[config.mk]
export PLATFORM = sky130hd
export DESIGN_NAME = tbpb_table
export DESIGN_NICKNAME = d
export VERILOG_FILES = /design/src/hw/rtl/tbpb_table.sv
export SDC_FILE = /design/constraint.sdc
export NUM_CORES = 2
export LEC_CHECK = 0
export ABC_CLOCK_PERIOD_IN_PS = 2100
export BUFFER_PORTS_ARGS = -buffer_cell sky130_fd_sc_hd__buf_2
export CORE_MARGIN = 2
export CORE_UTILIZATION = 40
export DETAILED_ROUTE_END_ITERATION = 7
export PLACE_DENSITY = 0.54
export SYNTH_ARGS = -nofsm -noshare
export SYNTH_HDL_FRONTEND = slang
export SYNTH_SLANG_ARGS = --single-unit
[constraint.sdc]
create_clock -name clk -period 2.1 [get_ports clk]
set_input_delay 0.21 -clock clk [delete_from_list [all_inputs] [get_ports clk]]
set_output_delay 0.21 -clock clk [all_outputs]
set_load 0.02 [all_outputs]
[src/hw/rtl/tbpb_table.sv]
// ----------------------------------------------------------------------------
// Predictor table
// Synchronous memory with a registered read port and forwarding of the most
// recent write, so that a read issued alongside a write to the same entry
// still returns the newest value.
// ----------------------------------------------------------------------------
module tbpb_table #(
    parameter int ADDR_BITS = 11,
    parameter int DATA_BITS = 2
) (
    input  logic                 clk,
    input  logic                 rst_n,
    input  logic                 rd_en,
    input  logic [ADDR_BITS-1:0] rd_addr,
    output logic [DATA_BITS-1:0] rd_data,
    input  logic                 wr_en,
    input  logic [ADDR_BITS-1:0] wr_addr,
    input  logic [DATA_BITS-1:0] wr_data
);

    localparam int DEPTH = 1 << ADDR_BITS;

    logic [DATA_BITS-1:0] mem [DEPTH];
    logic [DATA_BITS-1:0] q_reg;
    logic [ADDR_BITS-1:0] rd_addr_reg;
    logic                 fwd_valid_reg;
    logic [ADDR_BITS-1:0] fwd_addr_reg;
    logic [DATA_BITS-1:0] fwd_data_reg;

    always_ff @(posedge clk)
    begin
        if (wr_en)
        begin
            mem[wr_addr] <= wr_data;
        end
        if (rd_en)
        begin
            q_reg       <= mem[rd_addr];
            rd_addr_reg <= rd_addr;
        end
        if (wr_en)
        begin
            fwd_addr_reg <= wr_addr;
            fwd_data_reg <= wr_data;
        end
    end

    always_ff @(posedge clk or negedge rst_n)
    begin
        if (!rst_n)
        begin
            fwd_valid_reg <= 1'b0;
        end
        else if (wr_en)
        begin
            fwd_valid_reg <= 1'b1;
        end
    end

    assign rd_data = (fwd_valid_reg && (fwd_addr_reg == rd_addr_reg)) ? fwd_data_reg : q_reg;

endmodule

* After elaboration in Yosys (flattened, before gate mapping)
Memory sizes are Yosys's and may differ from the RTL's. A register that Yosys moved wholly into a read port is not among the register bits.
Cells that the tools add are included.
** Word-level totals
- Flip-flop bits (word level) :: 25
- RAM bits :: 4096
- Input bits :: 28
- Output and inout bits :: 2
- Word-level logic and storage cells :: 10
- Memories kept :: 1
** Memories
- mem :: depth 2048, width 2, rd ports 1, clocked after memory_dff 1, write ports 1, RTL line 23 : logic [DATA_BITS-1:0] mem [DEPTH];
** Cells by class
- Equal/unequal tests :: 1
- Mux-type cells :: 3
- Reductions and logical operators :: 1
** Operators by type and width (count)
- == test 11 bit :: 1
- two-way mux 1 bit :: 2
- two-way mux 2 bit :: 1
- logical AND 1 bit :: 1

* Longest topological paths before layout
- Depth in word-level cells :: 3
- Depth in mapped cells :: 15
- Gate-level depth less buffers :: 8

* Least setup slack after synthesis
Ideal clock, no wire load.
- Kind :: input port to flip-flop
- Start :: input rd_addr[0]
- End :: register q_reg[1] (read register of mem) (data pin)
- Library setup time :: 266 ps
- Arrival :: 2223 ps
- Required time :: 1834 ps
- Slack :: -389 ps
- Cell stages on the path :: 10
- Path buffers :: 3
- Cells stage by stage :: buf_6 > buf_12 > buf_12 > mux4_1 > mux4_2 > and2_1 > a311oi_1 > nor4_1 > nand4b_1 > nand4_1
** RTL lines
- start: declaration :: RTL line 14 : input logic [ADDR_BITS-1:0] rd_addr,
- end: declaration :: RTL line 24 : logic [DATA_BITS-1:0] q_reg;

==> flow_metrics.tcl <==
set metrics [dict create \
    p_leak_nw 64.3 \
    hold_viol 0 \
    cts_buffer_depth 4 \
    crit_top_cell "buf_4" \
    end_kind "flop" \
    met3_usage_pct 3.86 \
    viasPerCell 5.89 \
    slowest_stage "nor2_1" \
    cp_cell_sequence "buf_2 > buf_4 > buf_4 > nor4b_1 > nand3_1 > buf_12 > buf_4 > nor2_1 > nor4_2 > nand4_1 > nor3_2 > buf_12 > o211ai_1 > nand4_1" \
    post-route-util_pct 47.8 \
    clk_latency_ns 0.98 \
    async_reset_ff_share_pct 0.0243 \
    slowest_delay_ns 0.64 \
    finalSetupTns_ns -2.65 \
    crit_required_ns 2.82 \
    busiest_layer "met2" \
    die_h_um 655 \
    finClkSkew_ns 0.0423 \
    worstSetupPathType "input pin to flop" \
    use_met1_pct 33.9 \
    ir_drop_mv 0.819 \
    cap_violations 0 \
    syn-mean-instance-area_um2 16.6 \
    drive_above_1_share_pct 23.5 \
    yosys_warnings 0 \
    syn-cell-area_mm2 0.169 \
    path_buf_inv 6 \
    routedWlPerCell_um 32.5 \
    final_area_mm2 0.201 \
    syn_to_final_growth_pct 18.7 \
    maxSlewHeadroom_pct 44.8 \
    root_buffer "clkbuf_16" \
    drt-initial-drc-count 12400 \
    drtPass1Iterations 6 \
    worst_slack_ns -0.763 \
    cts_max_level 5 \
    path_clk_slew_ns 0.06 \
    postPlaceCellArea_mm2 0.187 \
    grt-ovfl-total 0 \
    largest_register_ffs 4096 \
    max_freq_mhz 349 \
    slew_violations 0 \
    failed_checks "negative setup slack" \
    grt_start_max_net_pins 128 \
    gp_congestion 0.888 \
    core_mm2 0.421 \
    routed_wl_um 556000 \
    dp_cells 16300 \
    hpwl_um 356000 \
    grt_use_total_pct 25.6 \
    crit_fanout 7 \
    crit_family "simple AND/OR/NAND/NOR gates" \
    arrival_ns 3.58 \
    synth_cell_types 76 \
    top_level_ports 30 \
    gr-usage-met2_pct 42.5 \
    layout.nets 11200 \
    min_period_ns 2.86 \
    drc 0 \
    vias 101000 \
    start_util_pct 40.3 \
    cts_buffers 422 \
    die_area_mm2 0.429 \
    floorplan.die.width_um 655 \
    outcome "finished with violations" \
    worst_slew_pin_slew_ns 0.825 \
    synth_fp_nets 10200 \
    min-delay-path-class "input pin to flop" \
    ant_nets 0 \
    cts_tree "done" \
    pre_cts_ws_ns -2.25 \
    cellPowerDensity_mw_per_mm2 865 \
    synth-seq-cells 4123 \
    cp-start-kind "input pin" \
    grt_pass1_vias 102000 \
    fin_cells 17100 \
    ys.flop_type "edfxtp_1" \
    portBuffers 29 \
    antenna_found_initial 34 \
    clock_sinks 4123 \
    period_share_pct 136 \
    rsz0062_at_grt "true" \
    ys_seq_area_share_pct 73.1 \
    synth_cells 10200 \
    num_rows 238 \
    grt_pass1_wl_um 777000 \
    synth-edff-count 4122 \
    setup_viol 4 \
]
==> through the flow <==
step	power (mW)	hold WS, ns
after global placement	102	-0.0150
after CTS	175	0.000682
after global routing	178	0.0572
after floorplan	96.9	-0.0856
final	174	0.0802
after detailed placement	103	-0.0132
==> routing by layer <==
metal  wire (um)  vias to the layer above
met5          46                        -
met4       25300                        6
met3       45200                      989
met2      269000                     4748
met1      216000                    53300
li1            -                    41900
==> layout by cell type, fill, tap and decap left out, drive strengths merged, types with 150 or more instances in the layout <==
cell,netlist,final
mux4,630,630
buf,374,1321
clkinv,1,198
nor2,2205,2205
clkbuf,473,512
nand2,207,207
edfxtp,4122,4122
nor3,150,150
mux2i,814,814
o22ai,201,201
o221ai,260,260
==> repair_timing <==
item / CTS / global route
pin swaps: 30 / 31
gates resized for setup: 103 / 81
setup buffers: 6 / 3
endpoints found under the setup margin: 4 / 4
hold buffers: 32 / 0
hold endpoints to repair: 805 / 0
==> where the power goes <==
| part | total (mW) | leakage (nW) | switching, mW | internal, mW |
|---|---|---|---|---|
| sequential | 90.6 | 37.1 | 0.0522 | 90.6 |
| clock | 72.9 | 6.46 | 31.9 | 41.0 |
| combinational | 10.5 | 20.8 | 6.51 | 4.02 |
==> cell type report <==
class	instances	area, um^2
tap	5640	7060
clock buffer	512	11000
multi-input combinational	5240	42300
clock inverter	248	2170
inverter	7	38.8
fill	35600	220000
sequential	4123	124000
antenna	8	20.0
timing repair buffer	1354	14700
==> logic make-up after synthesis <==
logic type,Yosys count,synth area share [%]
multiplexers,1466,13.4
buffers and inverters,856,2.76
flip-flops,4123,73.1
AO/OA/AOI/OAI,896,3.76
XOR/XNOR,11,0.0569
AND/OR/NAND/NOR,2867,6.90
==> Yosys cell counts, drive strengths merged (7+ instances only) <==
cell type  instances  area share (%)
edfxtp          4122              73
nor2            2205             4.9
mux2i            814             4.8
mux4             630             8.5
clkbuf           473             1.1
buf              374             1.7
o221ai           260             1.4
nand2            207            0.46
o22ai            201            0.74
nor3             150            0.45
a21oi            118            0.35
o21ai            114            0.34
nand3             79            0.23
nor4              77            0.28
a211oi            68            0.30
a2111oi           35            0.19
nand4             32            0.12
or3               23           0.085
mux2              22            0.15
and2              20           0.074
o32ai             18           0.093
and3              12           0.044
o31ai             12           0.053
xnor2             11           0.057
a31oi             10           0.037
nor3b             10           0.044
o211ai            10           0.044
or2               10           0.037
or4                8           0.035
and3b              7           0.036
nand2b             7           0.026
nor2b              7           0.026
==> worst register-to-register path: cells and delay by family (launching register included) <==
kind                   cells  cell delay [ns]
AO/OA/AOI/OAI              3             0.71
multiplexers               1             0.52
AND/OR/NAND/NOR            3             0.32
buffers and inverters      3             0.61
flip-flops                 1             0.36
==> worst paths after layout <==
| kind | cells after the start | startpoint | to | slack (ns) |
|---|---|---|---|---|
| max | 14 | rd_addr[6] | q_reg[1] | -0.76 |
| min | 2 | rd_addr[9] | rd_addr_reg[9] | 0.08 |
| max reg2reg | 10 | mem[1599][1] | q_reg[1] | -0.65 |
| min reg2reg | 1 | fwd_valid_reg | fwd_valid_reg | 0.49 |
| max in group asynchronous | 4 | rst_n | fwd_valid_reg | 1.38 |
| min in group asynchronous | 4 | rst_n | fwd_valid_reg | 0.61 |
Note: power is estimated with default switching activity, not from simulation.
